## src/rtl/psbw_pkg.sv

```systemverilog
`timescale 1ns / 1ps
`default_nettype none

package psbw_pkg;

    // Defaults for the top-level parameters.
    localparam int DEPTH_DEF       = 4096;
    localparam int RAMP_LENGTH_DEF = 20;

    // Fixed field widths.
    localparam int SAMPLE_W = 8;
    localparam int LEVEL_W  = 13;
    localparam int EVENT_W  = 3;
    localparam int CFG_IDX_W = 2;

    // Stream payload widths (fields packed from bit 0, padded to whole bytes).
    localparam int S_TDATA_W = 24;
    localparam int M_TDATA_W = 24;
    localparam int M_TUSER_W = 4;

    // Register reset values.
    localparam logic [LEVEL_W-1:0] CAPACITY_RST = 13'd2184;
    localparam logic [LEVEL_W-1:0] WARN_RST     = 13'd546;
    localparam logic [LEVEL_W-1:0] RESUME_RST   = 13'd819;
    localparam logic [LEVEL_W-1:0] PREBUF_RST   = 13'd273;

    localparam logic REQ_PUSH = 1'b0;
    localparam logic REQ_PULL = 1'b1;

    typedef enum logic [CFG_IDX_W-1:0] {
        CFG_CAPACITY = 2'd0,
        CFG_WARN     = 2'd1,
        CFG_RESUME   = 2'd2,
        CFG_PREBUF   = 2'd3
    } cfg_idx_t;

    typedef enum logic [EVENT_W-1:0] {
        EV_NONE     = 3'd0,
        EV_REJECTED = 3'd1,
        EV_WARNING  = 3'd2,
        EV_READY    = 3'd3,
        EV_STARTED  = 3'd4,
        EV_RAMP     = 3'd5
    } event_t;

    // Where the sample of a result comes from.
    typedef enum logic [1:0] {
        SRC_NONE = 2'd0,
        SRC_RAM  = 2'd1,
        SRC_RAMP = 2'd2
    } res_src_t;

    typedef struct packed {
        res_src_t               src;
        event_t                 ev;
        logic [LEVEL_W-1:0]     fill;
    } stage_item_t;

    // Ramp-down table; positions past its end read as zero.
    function automatic logic [SAMPLE_W-1:0] ramp_value(input logic [6:0] k);
        logic [SAMPLE_W-1:0] v;
        case (k)
            7'd0:    v = 8'h7d;
            7'd1:    v = 8'h76;
            7'd2:    v = 8'h6f;
            7'd3:    v = 8'h69;
            7'd4:    v = 8'h62;
            7'd5:    v = 8'h5c;
            7'd6:    v = 8'h55;
            7'd7:    v = 8'h4e;
            7'd8:    v = 8'h48;
            7'd9:    v = 8'h41;
            7'd10:   v = 8'h3b;
            7'd11:   v = 8'h34;
            7'd12:   v = 8'h2e;
            7'd13:   v = 8'h27;
            7'd14:   v = 8'h20;
            7'd15:   v = 8'h1a;
            7'd16:   v = 8'h13;
            7'd17:   v = 8'h0d;
            7'd18:   v = 8'h06;
            default: v = 8'h00;
        endcase
        return v;
    endfunction

endpackage

`default_nettype wire

```

## src/rtl/psbw_out.sv

```systemverilog
`timescale 1ns / 1ps
`default_nettype none

module psbw_out #(
    parameter int RAMP_LENGTH = psbw_pkg::RAMP_LENGTH_DEF
) (
    input  wire logic                           aclk,
    input  wire logic                           aresetn,
    input  wire logic                           item_valid,
    input  wire psbw_pkg::stage_item_t          item,
    input  wire logic [psbw_pkg::SAMPLE_W-1:0]  ram_rdata,
    output logic                                in_ready,
    output logic                                m_valid,
    input  wire logic                           m_ready,
    output logic      [psbw_pkg::SAMPLE_W-1:0]  m_sample,
    output logic                                m_sample_valid,
    output logic                                m_last,
    output logic      [psbw_pkg::EVENT_W-1:0]   m_event,
    output logic      [psbw_pkg::LEVEL_W-1:0]   m_fill
);
    import psbw_pkg::*;

    localparam int RCW = (RAMP_LENGTH > 1) ? $clog2(RAMP_LENGTH) : 1;

    logic              st1_valid_reg;
    stage_item_t       st1_item_reg;
    logic [RCW-1:0]    ramp_cnt_reg;
    logic              out_valid_reg;
    logic [SAMPLE_W-1:0] out_sample_reg;
    logic              out_svalid_reg, out_last_reg;
    logic [EVENT_W-1:0] out_event_reg;
    logic [LEVEL_W-1:0] out_fill_reg;
    logic              adv;
    logic              st1_final;
    logic [SAMPLE_W-1:0] st1_sample;

    assign adv       = !out_valid_reg || m_ready;
    assign st1_final = (st1_item_reg.src != SRC_RAMP)
                       || (ramp_cnt_reg == RCW'(RAMP_LENGTH - 1));
    assign in_ready  = !st1_valid_reg || (adv && st1_final);

    always_comb begin
        case (st1_item_reg.src)
            SRC_RAM:  st1_sample = ram_rdata;
            SRC_RAMP: st1_sample = ramp_value(7'(ramp_cnt_reg));
            default:  st1_sample = '0;
        endcase
    end

    always_ff @(posedge aclk) begin
        if (!aresetn) begin
            st1_valid_reg <= 1'b0;
            out_valid_reg <= 1'b0;
            ramp_cnt_reg  <= '0;
        end else begin
            if (in_ready) begin
                st1_valid_reg <= item_valid;
            end
            if (adv) begin
                out_valid_reg <= st1_valid_reg;
                if (st1_valid_reg && st1_item_reg.src == SRC_RAMP) begin
                    ramp_cnt_reg <= st1_final ? '0 : ramp_cnt_reg + RCW'(1);
                end
            end
        end
    end

    always_ff @(posedge aclk) begin
        if (in_ready) begin
            st1_item_reg <= item;
        end
        if (adv) begin
            out_sample_reg <= st1_sample;
            out_svalid_reg <= (st1_item_reg.src != SRC_NONE);
            out_last_reg   <= st1_final;
            out_event_reg  <= st1_item_reg.ev;
            out_fill_reg   <= st1_item_reg.fill;
        end
    end

    assign m_valid        = out_valid_reg;
    assign m_sample       = out_sample_reg;
    assign m_sample_valid = out_svalid_reg;
    assign m_last         = out_last_reg;
    assign m_event        = out_event_reg;
    assign m_fill         = out_fill_reg;

endmodule

`default_nettype wire

```

## config.mk

```make
export PLATFORM = sky130hd
export DESIGN_NAME = psbw_out
export DESIGN_NICKNAME = d
export VERILOG_FILES = /design/src/rtl/psbw_pkg.sv /design/src/rtl/psbw_out.sv
export SDC_FILE = /design/constraint.sdc
export NUM_CORES = 1
export LEC_CHECK = 0
export BUFFER_PORTS_ARGS = -buffer_cell sky130_fd_sc_hd__buf_4
export CAP_MARGIN = 20
export CORE_AREA = 5 5 106 68
export CTS_BUF_LIST = sky130_fd_sc_hd__clkbuf_4 sky130_fd_sc_hd__clkbuf_8 sky130_fd_sc_hd__clkbuf_16
export DETAILED_ROUTE_END_ITERATION = 6
export DIE_AREA = 0 0 111 73
export GPL_TIMING_DRIVEN = 0
export PLACE_DENSITY = 0.7
export SLEW_MARGIN = 20
export SYNTH_ARGS = -nofsm -noshare
export SYNTH_HDL_FRONTEND = slang
export SYNTH_SLANG_ARGS = --single-unit
```

## constraint.sdc

```tcl
create_clock -name aclk -period 3.7 [get_ports aclk]
set_input_delay 0.74 -clock aclk [delete_from_list [all_inputs] [get_ports aclk]]
set_output_delay 0.74 -clock aclk [all_outputs]
set_load 0.02 [all_outputs]
```

==> results.md <==
Outcome:
- The flow ran to the end, and the final reports show no timing, DRC or antenna violations.

Floorplanning:
- The initial core utilization is 37.66%.
- The die is 111 um wide.
- The die is 73 um tall.
- The area of the core region is 0.006302 sq mm.
- The die covers 0.008103 sq mm.
- The number of placed I/O pins is 58.
- The floorplan has 23 rows.

Placement:
- The instance area at placement is 0.002918 sq mm.
- Timing analysis after detailed placement gives a worst setup slack of -0.006755 ns.
- The HPWL after detailed placement is 3.249 mm.
- At the end of routability-driven placement, the weighted congestion stood at 0.8536.
- The count of input and output buffers is 56.

Synth:
- The average instance in the mapped netlist occupies 14.39 sq um.
- edfxtp_1 takes more of the synthesized area than any other cell.
- The leading cell type by number of instances after synthesis is edfxtp_1.
- Counting flops with an async set or reset pin after synthesis yields a share of 0%.
- The synthesized netlist net count is 206.
- Sorting the synthesized cells by how often they occur yields edfxtp_1 (44), dfxtp_1 (14), inv_1 (14).
- The netlist area before placement is 0.002374 sq mm.
- The most used flip-flop cell after synthesis is edfxtp_1.
- The yosys synthesis warning count is 0.
- The share of the yosys chip area belonging to registers is 67.47%.
- The count of flip-flops with a built-in enable after synthesis is 44.
- The synthesized design contains 58 register bits.
- In this run, distinct cell masters in the synthesized netlist total 43.
- The area share of the largest cell type after synthesis is 55.67%.
- The gate count after technology mapping is 165.
- In the post-synthesis netlist, the biggest area contributors are edfxtp_1 (56%), dfxtp_1 (12%), ha_1 (5.8%).

Power and ir drop:
- The part of the total power dissipated in combinational logic is 10.5%.
- The reported net switching power is 341.7 uW.
- The switching portion of total power is 24.04%.
- The power density over the cells is 458.9 mW/mm^2.
- The cell-internal power is 1.080 mW.
- The share of total power in sequential cells is 53.7%.
- The leakage power of the design is 1.307 nW.
- VDD sags by at most 0.1989 mV.
- The share of total power in the clock network is 35.9%.

Timing:
- The worst pin sits at a relative slew slack of 32.79%.
- The count of final setup violators is 0.
- For the pin with the worst max-slew slack, the measured transition is 1.007 ns.
- The number of pins with negative max-slew slack in the final report is 0.
- The clock skew is 0.007422 ns.
- Setup repair after global routing left no endpoint under its margin.
- The portion of the clock cycle consumed by the worst path in the final layout is 89.96%.
- Derived from the worst setup path, the maximum achievable clock frequency is 300.4 MHz.
- The number of failing hold endpoints at the final stage was 0.
- Counting I/O delays and the setup requirement, the final critical path takes 3.328 ns.
- In the post-route analysis, the smallest setup slack over all paths is 0.3716 ns.

GRT:
- The met2 routing resource usage after global routing is 16.60%.
- For this run, global-route usage on met1 was measured as 15.29%.
- The via count of the first global-routing pass was 1465.
- The number of antenna violations at the first check in global routing came to 0.
- The met3 global-route usage is 5.302%.
- Global routing used 11.56% of the available tracks.
- Entering global routing, the biggest net connects 29 pins.
- The total overflow reported by the global router is 0.
- The first global-routing pass estimated 7.169 mm of wire.
- The most used routing layer is met2.

Drt:
- In the final routed layout, each cell accounts on average for 13.42 um.
- The total DRC errors in the routed layout is 0.
- In the routed layout, each cell is associated on average with a via count of 4.572.
- The post-detailed-routing wire length is 4.361 mm.
- The pre-antenna-repair detailed-routing pass consisted of 4 iterations.
- The number of antenna-violating nets in the routed design is 0.
- For this block, the initial DRC count from the detailed router was 88.
- Summing over every cut layer, the via total after detailed routing is 1486.

Layout:
- Fill cells in the final layout number 546.
- The area growth from synthesis to layout is 30.47%.
- The fraction of final layout cells sized beyond drive strength 1 is 36.13%.
- The design area is 0.003097 sq mm.
- The final core utilization is 49.14%.
- 0 antenna diodes ended up in the layout.
- The final layout contains 274 nets.

Clock tree:
- The H-tree depth reported by CTS is 3.
- For the worst-skew pair, the clock arrives at the later sink with an insertion delay of 0.32 ns.
- The CTS tree is yes.
- No sink is reached through more buffers than the 2 on the longest clock path.
- The clock sink count is 58.
- Clock tree synthesis inserted a total of 9 buffers.
- After clock tree synthesis, the repair step resized 0 gates.
- The root cell of the clock tree is clkbuf_8.
- The clock-pin slew on the worst setup and hold paths is 0.07 ns.
- After clock tree synthesis, the flow added hold-fix buffers numbering 0.
- The buffers inserted during post-CTS setup optimization is 0.

Worst setup path:
- The signal on the critical path passes through buf_4 > nor2b_4 > inv_1 > nand3_1 > a32oi_1 > inv_1 > ha_1 > nand2_1 > a21oi_1 > a311oi_1.
- Data on the critical path arrives at its endpoint at 3.53 ns.
- Along the worst path, the maximum fanout reaches 28.
- The startpoint kind of the worst setup timing path is an input pin.
- The delay of the slowest cell on the worst path is 0.72 ns.
- The largest individual stage delay along the critical path comes from the cell inv_1.
- In this run the register-to-register setup slack is 0.47 ns.
- The count of cells along the worst register-to-register path is 9.
- The critical path data required time is 3.90 ns.
- The source of the critical timing path is m_ready.
- The most numerous cell type found on the critical path is inv_1.
- The capturing element type of the critical path is a register.
- The start-to-end type of the worst setup path is input pin to register.
- The startpoint of the worst register-to-register path is m_valid.

Job:
- The max-cap check violation count is 0.

Min path:
- The type of the worst min-delay path is register to register.
## power by group through the flow
| stage | clock network [mW] | logic, mW | registers [mW] |
|---|---|---|---|
| CTS | 0.525 | 0.151 | 0.764 |
| floorplan | 0 | 0.0386 | 0.811 |
| global placement | 0 | 0.149 | 0.776 |
| finish | 0.510 | 0.149 | 0.763 |
| detailed placement | 0 | 0.151 | 0.778 |
| global route | 0.563 | 0.161 | 0.767 |
## metal layers
metal / vias up / share of wire, %
met5: - / 0
li1: 747 / -
met4: 0 / 1.0
met2: 50 / 43
met1: 683 / 49
met3: 6 / 6.8
## per-stage QoR
stage          hold slack, ns  power (mW)  std cells   TNS (ns)
3_5_place_dp           0.4045      0.9284        309  -0.006755
5_1_grt                0.4252       1.491        325          0
6_report               0.4130       1.421        325          0
4_1_cts                0.4154       1.440        325          0
2_1_floorplan          0.4003      0.8492        165          0
3_3_place_gp           0.4005      0.9251        308    -0.6395
## how the worst min path moves through the flow
| stage | slack (ns) | start | cells past startpoint | endpoint |
|---|---|---|---|---|
| 5_1_grt | 0.43 | st1_item_reg[12] | 0 | m_fill[12] |
| 2_1_floorplan | 0.40 | st1_item_reg[13] | 0 | m_event[0] |
| 3_5_place_dp | 0.40 | st1_item_reg[1] | 0 | m_fill[1] |
| 4_1_cts | 0.42 | st1_item_reg[1] | 0 | m_fill[1] |
| 6_report | 0.41 | st1_item_reg[1] | 0 | m_fill[1] |
| 3_3_place_gp | 0.40 | st1_item_reg[12] | 0 | m_fill[12] |
## worst max-delay path: cells and delay by family
| kind | cells | cell delay (ns) |
|---|---|---|
| buf+inv | 3 | 1.06 |
| compound gates | 3 | 1.03 |
| fa+ha+maj | 1 | 0.27 |
| simple gates | 3 | 0.42 |
## logic make-up (layout without fill, tap and decap cells)
family | after synthesis | in the layout | synth area share [%]
simple gates | 37 | 37 | 9.489
compound gates | 34 | 34 | 11.28
xor+xnor | 2 | 2 | 0.7381
fa+ha+maj | 11 | 11 | 5.799
flops | 58 | 58 | 67.48
buf+inv | 22 | 95 | 4.797
mux | 1 | 1 | 0.4217
## area by class of cell
cell class / instances / area (sq um) / area share (%)
inverter: 16 / 70.07 / 2.263
tap: 87 / 108.9 / 3.515
multi-input combinational: 85 / 661.9 / 21.37
clock inverter: 6 / 41.29 / 1.333
buffer: 6 / 43.79 / 1.414
clock buffer: 10 / 137.6 / 4.444
sequential: 58 / 1602 / 51.72
timing repair buffer: 57 / 431.7 / 13.94
## cell usage in the layout, fill, tap and decap left out, types with 3 or more instances in the layout
cell and count:
nor2b_1 8, a22oi_1 7, buf_2 4, inv_1 14, a211oi_1 3, nand2_1 6, clkinvlp_4 3, nand3_1 4
o32ai_1 4, ha_1 11, nor2_1 3, a21oi_1 5, clkbuf_8 10, edfxtp_1 44, buf_4 56, dfxtp_1 14
o21a_1 3
Power figures use the tool's default switching activity.
