--- config.mk ---
export PLATFORM = sky130hd
export DESIGN_NAME = psbw_ctrl
export DESIGN_NICKNAME = d
export VERILOG_FILES = /design/src/rtl/psbw_pkg.sv /design/src/rtl/psbw_ctrl.sv
export SDC_FILE = /design/constraint.sdc
export NUM_CORES = 1
export LEC_CHECK = 0
export BUFFER_PORTS_ARGS = -buffer_cell sky130_fd_sc_hd__buf_4
export CORE_UTILIZATION = 53
export DETAILED_ROUTE_END_ITERATION = 8
export PLACE_DENSITY = 0.75
export SYNTH_ARGS = -nofsm -noshare
export SYNTH_HDL_FRONTEND = slang
export SYNTH_SLANG_ARGS = --single-unit
--- constraint.sdc ---
create_clock -name aclk -period 21.5 [get_ports aclk]
set_input_delay 4.3 -clock aclk [delete_from_list [all_inputs] [get_ports aclk]]
set_output_delay 4.3 -clock aclk [all_outputs]
set_load 0.01 [all_outputs]
--- src/rtl/psbw_pkg.sv ---
`timescale 1ns / 1ps
`default_nettype none

package psbw_pkg;

    // Defaults for the top-level parameters.
    localparam int DEPTH_DEF       = 4096;
    localparam int RAMP_LENGTH_DEF = 20;

    // Fixed field widths.
    localparam int SAMPLE_W = 8;
    localparam int LEVEL_W  = 13;
    localparam int EVENT_W  = 3;
    localparam int CFG_IDX_W = 2;

    // Stream payload widths (fields packed from bit 0, padded to whole bytes).
    localparam int S_TDATA_W = 24;
    localparam int M_TDATA_W = 24;
    localparam int M_TUSER_W = 4;

    // Register reset values.
    localparam logic [LEVEL_W-1:0] CAPACITY_RST = 13'd2184;
    localparam logic [LEVEL_W-1:0] WARN_RST     = 13'd546;
    localparam logic [LEVEL_W-1:0] RESUME_RST   = 13'd819;
    localparam logic [LEVEL_W-1:0] PREBUF_RST   = 13'd273;

    localparam logic REQ_PUSH = 1'b0;
    localparam logic REQ_PULL = 1'b1;

    typedef enum logic [CFG_IDX_W-1:0] {
        CFG_CAPACITY = 2'd0,
        CFG_WARN     = 2'd1,
        CFG_RESUME   = 2'd2,
        CFG_PREBUF   = 2'd3
    } cfg_idx_t;

    typedef enum logic [EVENT_W-1:0] {
        EV_NONE     = 3'd0,
        EV_REJECTED = 3'd1,
        EV_WARNING  = 3'd2,
        EV_READY    = 3'd3,
        EV_STARTED  = 3'd4,
        EV_RAMP     = 3'd5
    } event_t;

    // Where the sample of a result comes from.
    typedef enum logic [1:0] {
        SRC_NONE = 2'd0,
        SRC_RAM  = 2'd1,
        SRC_RAMP = 2'd2
    } res_src_t;

    typedef struct packed {
        res_src_t               src;
        event_t                 ev;
        logic [LEVEL_W-1:0]     fill;
    } stage_item_t;

    // Ramp-down table; positions past its end read as zero.
    function automatic logic [SAMPLE_W-1:0] ramp_value(input logic [6:0] k);
        logic [SAMPLE_W-1:0] v;
        case (k)
            7'd0:    v = 8'h7d;
            7'd1:    v = 8'h76;
            7'd2:    v = 8'h6f;
            7'd3:    v = 8'h69;
            7'd4:    v = 8'h62;
            7'd5:    v = 8'h5c;
            7'd6:    v = 8'h55;
            7'd7:    v = 8'h4e;
            7'd8:    v = 8'h48;
            7'd9:    v = 8'h41;
            7'd10:   v = 8'h3b;
            7'd11:   v = 8'h34;
            7'd12:   v = 8'h2e;
            7'd13:   v = 8'h27;
            7'd14:   v = 8'h20;
            7'd15:   v = 8'h1a;
            7'd16:   v = 8'h13;
            7'd17:   v = 8'h0d;
            7'd18:   v = 8'h06;
            default: v = 8'h00;
        endcase
        return v;
    endfunction

endpackage

`default_nettype wire

--- src/rtl/psbw_ctrl.sv ---
`timescale 1ns / 1ps
`default_nettype none

module psbw_ctrl #(
    parameter int DEPTH = psbw_pkg::DEPTH_DEF
) (
    input  wire logic                             aclk,
    input  wire logic                             aresetn,
    input  wire logic                             cfg_wr_en,
    input  wire logic [psbw_pkg::CFG_IDX_W-1:0]   cfg_index,
    input  wire logic [psbw_pkg::LEVEL_W-1:0]     cfg_wdata,
    input  wire logic                             acc,
    input  wire logic                             req_type,
    input  wire logic [psbw_pkg::SAMPLE_W-1:0]    sample_in,
    input  wire logic                             first_of_packet,
    input  wire logic                             last_of_packet,
    input  wire logic [psbw_pkg::LEVEL_W-1:0]     packet_length,
    output logic                                  ram_we,
    output logic      [$clog2(DEPTH)-1:0]         ram_waddr,
    output logic      [psbw_pkg::SAMPLE_W-1:0]    ram_wdata,
    output logic                                  ram_re,
    output logic      [$clog2(DEPTH)-1:0]         ram_raddr,
    output psbw_pkg::stage_item_t                 item
);
    import psbw_pkg::*;

    localparam int AW = $clog2(DEPTH);
    localparam int CW = AW + 1;
    localparam int EW = (CW > LEVEL_W) ? CW : LEVEL_W;

    logic [LEVEL_W-1:0] cap_raw_reg, warn_lvl_reg, resume_lvl_reg, prebuf_lvl_reg;
    logic [AW-1:0]      rd_reg, rd_next, wr_reg, wr_next;
    logic [CW-1:0]      held_reg, held_next, fps_reg, fps_next;
    logic               playing_reg, playing_next, ramp_done_reg, ramp_done_next;
    logic               warn_reg, warn_next, pa_reg, pa_next, pr_reg, pr_next;
    logic [CW-1:0]      cap;
    logic [CW-1:0]      free_now;
    logic [CW-1:0]      free_after;

    function automatic logic [AW-1:0] adv_idx(input logic [AW-1:0] idx,
                                              input logic [CW-1:0] c);
        logic [CW-1:0] n;
        n = CW'(idx) + CW'(1);
        return (n >= c) ? '0 : n[AW-1:0];
    endfunction

    // Effective capacity: zero acts as one, anything above DEPTH as DEPTH.
    always_comb begin
        if (cap_raw_reg == '0) begin
            cap = CW'(1);
        end else if (EW'(cap_raw_reg) > EW'(DEPTH)) begin
            cap = CW'(DEPTH);
        end else begin
            cap = CW'(cap_raw_reg);
        end
    end

    assign free_now = (held_reg < cap) ? cap - held_reg : '0;

    always_comb begin
        rd_next        = rd_reg;
        wr_next        = wr_reg;
        held_next      = held_reg;
        fps_next       = fps_reg;
        playing_next   = playing_reg;
        ramp_done_next = ramp_done_reg;
        warn_next      = warn_reg;
        pa_next        = pa_reg;
        pr_next        = pr_reg;
        free_after     = '0;
        ram_we         = 1'b0;
        ram_waddr      = wr_reg;
        ram_wdata      = sample_in;
        ram_re         = 1'b0;
        ram_raddr      = rd_reg;
        item.src       = SRC_NONE;
        item.ev        = EV_NONE;

        if (acc) begin
            if (req_type == REQ_PUSH) begin
                if (first_of_packet) begin
                    if (!playing_reg && held_reg == '0) begin
                        rd_next = '0;
                        wr_next = '0;
                    end
                    if (EW'(packet_length) <= EW'(free_now)) begin
                        pa_next  = 1'b1;
                        fps_next = free_now;
                        if (!playing_reg) begin
                            pr_next = (EW'(held_reg) >= EW'(prebuf_lvl_reg));
                        end
                    end else begin
                        pa_next = 1'b0;
                        item.ev = EV_REJECTED;
                    end
                end
                if (pa_next) begin
                    // A sample beyond a full ring is dropped without notice.
                    if (held_reg < cap) begin
                        ram_we    = 1'b1;
                        ram_waddr = wr_next;
                        wr_next   = adv_idx(wr_next, cap);
                        held_next = held_reg + CW'(1);
                        if (fps_next != '0) begin
                            fps_next = fps_next - CW'(1);
                        end
                    end
                    if (last_of_packet) begin
                        if (playing_reg) begin
                            if (!warn_reg && EW'(fps_next) <= EW'(warn_lvl_reg)) begin
                                warn_next = 1'b1;
                                item.ev   = EV_WARNING;
                            end
                        end else if (pr_next) begin
                            playing_next   = 1'b1;
                            ramp_done_next = 1'b0;
                            pr_next        = 1'b0;
                            item.ev        = EV_STARTED;
                        end
                        pa_next = 1'b0;
                    end
                end
            end else if (playing_reg) begin
                if (held_reg != '0) begin
                    ram_re     = 1'b1;
                    rd_next    = adv_idx(rd_reg, cap);
                    held_next  = held_reg - CW'(1);
                    free_after = cap - held_next;
                    item.src   = SRC_RAM;
                    if (warn_reg && EW'(free_after) >= EW'(resume_lvl_reg)) begin
                        warn_next = 1'b0;
                        item.ev   = EV_READY;
                    end
                end else begin
                    playing_next = 1'b0;
                    if (!ramp_done_reg) begin
                        ramp_done_next = 1'b1;
                        item.src       = SRC_RAMP;
                        item.ev        = EV_RAMP;
                    end
                end
            end
        end

        // Writing the capacity empties the ring.
        if (cfg_wr_en && cfg_idx_t'(cfg_index) == CFG_CAPACITY) begin
            rd_next   = '0;
            wr_next   = '0;
            held_next = '0;
        end

        item.fill = LEVEL_W'(held_next);
    end

    always_ff @(posedge aclk) begin
        if (!aresetn) begin
            cap_raw_reg    <= CAPACITY_RST;
            warn_lvl_reg   <= WARN_RST;
            resume_lvl_reg <= RESUME_RST;
            prebuf_lvl_reg <= PREBUF_RST;
            rd_reg         <= '0;
            wr_reg         <= '0;
            held_reg       <= '0;
            fps_reg        <= '0;
            playing_reg    <= 1'b0;
            ramp_done_reg  <= 1'b0;
            warn_reg       <= 1'b0;
            pa_reg         <= 1'b0;
            pr_reg         <= 1'b0;
        end else begin
            rd_reg        <= rd_next;
            wr_reg        <= wr_next;
            held_reg      <= held_next;
            fps_reg       <= fps_next;
            playing_reg   <= playing_next;
            ramp_done_reg <= ramp_done_next;
            warn_reg      <= warn_next;
            pa_reg        <= pa_next;
            pr_reg        <= pr_next;
            if (cfg_wr_en) begin
                case (cfg_idx_t'(cfg_index))
                    CFG_CAPACITY: cap_raw_reg    <= cfg_wdata;
                    CFG_WARN:     warn_lvl_reg   <= cfg_wdata;
                    CFG_RESUME:   resume_lvl_reg <= cfg_wdata;
                    CFG_PREBUF:   prebuf_lvl_reg <= cfg_wdata;
                    default:      ;
                endcase
            end
        end
    end

endmodule

`default_nettype wire

==> metrics <==
run status complete, no violations; startpoint types primary input; main flop type after synthesis dfxtp_1; Slew Limit Fails 0; Avg Cell Area, Syn 7.63 sq um; flip-flop and latch area 0.00214 sq mm; DP HPWL 21.1 mm; DIE HEIGHT 135 um; CP max stage delay 0.64 ns; WP data arrival 9.88 ns; drt first pass iters 5; CP delay by family, top simple AND/OR/NAND/NOR gates; area added between synthesis and finish 10.4%; Mapped Nets 1379; fmax 0.0705 GHz; Die Width 135 um; Placed Area 0.00998 sq mm; clock sink count 107; dpl cells 1477; RSZ-0062 raised after global routing no; top-area cell type share of the netlist area 0.230; Antenna Cells 0; Std-Cell Rows 48; first-pass GRT wire length 43.6 mm; Slew HR 0.351; post_cts resized 0; total die area 0.0181 sq mm; Via density 6.14; share of flip-flops with an asynchronous set or reset 0; DR vias 9171; Mapped Cells 1222; clock slew seen by the registers of the worst setup and hold paths 0.07 ns; post-synthesis cell type count 89; WL/cell 18.4 um; CTS Hold Bufs 0; Worst Hold Class flop to flop; Final min period 14.18 ns; critical path required time 17.20 ns; drt drc 0; area leader, netlist dfxtp_1; Post CTS Setup Buffer Count 0; initial antenna violation count 0; NumNets Final 1420; Cell Count, Final, Fillers Out 1493; cell area after layout 0.0103 sq mm; final setup fails 0; slowest library cell on the worst path and3b_1; GRT Total Usage 0.305; Lkg Pwr 0.00453 uW; 1st-iter DRT viols 655; Crit Path Category primary input to output port; clk buf depth 2; CTS HTree Levels 3; post-synthesis register bit count 107; # IOs 95; Final ANT Viol Nets 0; most frequent cell after synthesis nand2_1; Layout fillers 1614; Multi-input gate area 0.00657 sq mm; Synth area leaders dfxtp_1, ha_1, nand2_1; Buffers on Ports 78; Fin Setup TNS 0 ns; CTS tree yes; vias in the first global route 8285; Routed WL 27.4 mm; Setup Skew 0.0167 ns; Worst Tran Pin Value 0.970 ns; total grt overflow 0; Core Footprint 0.0172 sq mm; WP buf/inv 4; register area share after synthesis 0.230; crit path max fanout 20; synth warn 0; Post-synth EDFFs 0; GPL Wtd Cong 0.943; Post-synth top cells nand2_1, ha_1, dfxtp_1; synthesized area 0.00932 sq mm; Worst VDD drop 0.0407 mV; CTS root buf clkbuf_16; starting density of the core 0.541; largest net degree at the start of global routing 48; final worst-path cycle share 0.660; CTS buffer count 9; share of cells above drive strength 1 0.110; pwr/cell area 62.1 mW/mm^2; max-cap violations 0; final hold vios 0; crit end category output port; worst skew pair latency 0.37 ns
[where the power goes]
group | leakage [uW] | total [uW] | switching, uW | internal, uW
clock | 0.000151 | 177 | 84.0 | 92.7
sequential | 0.000868 | 211 | 5.90 | 205
combinational | 0.00351 | 252 | 154 | 98.0
[cell usage in the layout (no fill, tap or decap), types with 30 or more instances in the layout]
cell type	synthesis	layout
a21oi_1	83	83
buf_4	11	87
dfxtp_1	107	107
ha_1	112	112
inv_1	86	86
nand2_1	185	185
nand3_1	51	51
nor2_1	87	87
nor2b_1	30	30
o21ai_0	41	41
xnor2_1	44	44
[stage by stage]
step	util	hold WS, ns	setup WS (ns)	total power [uW]
final	0.597	0.456	7.32	639
after global routing	0.597	0.474	6.87	677
after CTS	0.597	0.457	7.38	635
after detailed placement	0.579	0.447	7.37	459
after global placement	0.579	0.442	7.57	455
after floorplan	-	0.436	8.02	404
[cell type report]
class	instances	share of cell area
clock inverter	7	0.00851
inverter	87	0.0317
multi-input combinational	971	0.639
sequential	107	0.208
clock buffer	9	0.0219
tap	225	0.0274
timing repair buffer	87	0.0635
[logic make-up after synthesis]
| family | after synthesis | share of synthesized area |
|---|---|---|
| AND/OR/NAND/NOR | 492 | 0.260 |
| flip-flops | 107 | 0.230 |
| buffers and inverters | 144 | 0.0655 |
| adder cells (fa/ha/maj) | 114 | 0.155 |
| AO/OA/AOI/OAI | 293 | 0.221 |
| multiplexers | 6 | 0.00685 |
| XOR/XNOR | 66 | 0.0620 |
[metal layers]
metal,vias up,routed length [um],track usage
met1,4299,12600,0.445
met4,0,680,0.0918
met2,391,12000,0.470
met3,54,2100,0.0342
met5,-,0,0
li1,4427,-,-
[final timing paths]
| check | slack (ns) | cells after the start | start | end |
|---|---|---|---|---|
| hold reg to reg | 0.46 | 2 | warn_lvl_reg[11]$_SDFFE_PN0P_ | warn_lvl_reg[11]$_SDFFE_PN0P_ |
| setup reg to reg | 12.30 | 34 | cap_raw_reg[12]$_SDFFE_PN0P_ | warn_reg$_SDFFE_PN0P_ |
| hold / removal | 0.46 | 2 | warn_lvl_reg[11]$_SDFFE_PN0P_ | warn_lvl_reg[11]$_SDFFE_PN0P_ |
| setup / recovery | 7.32 | 26 | packet_length[11] | item[14] |
[tightest hold or removal path, stage by stage (launching register included)]
cell	delay, ns
dfxtp_1	0.31
nand2_1	0.05
a21oi_1	0.05
No activity file was read; power rests on OpenSTA's default activity.
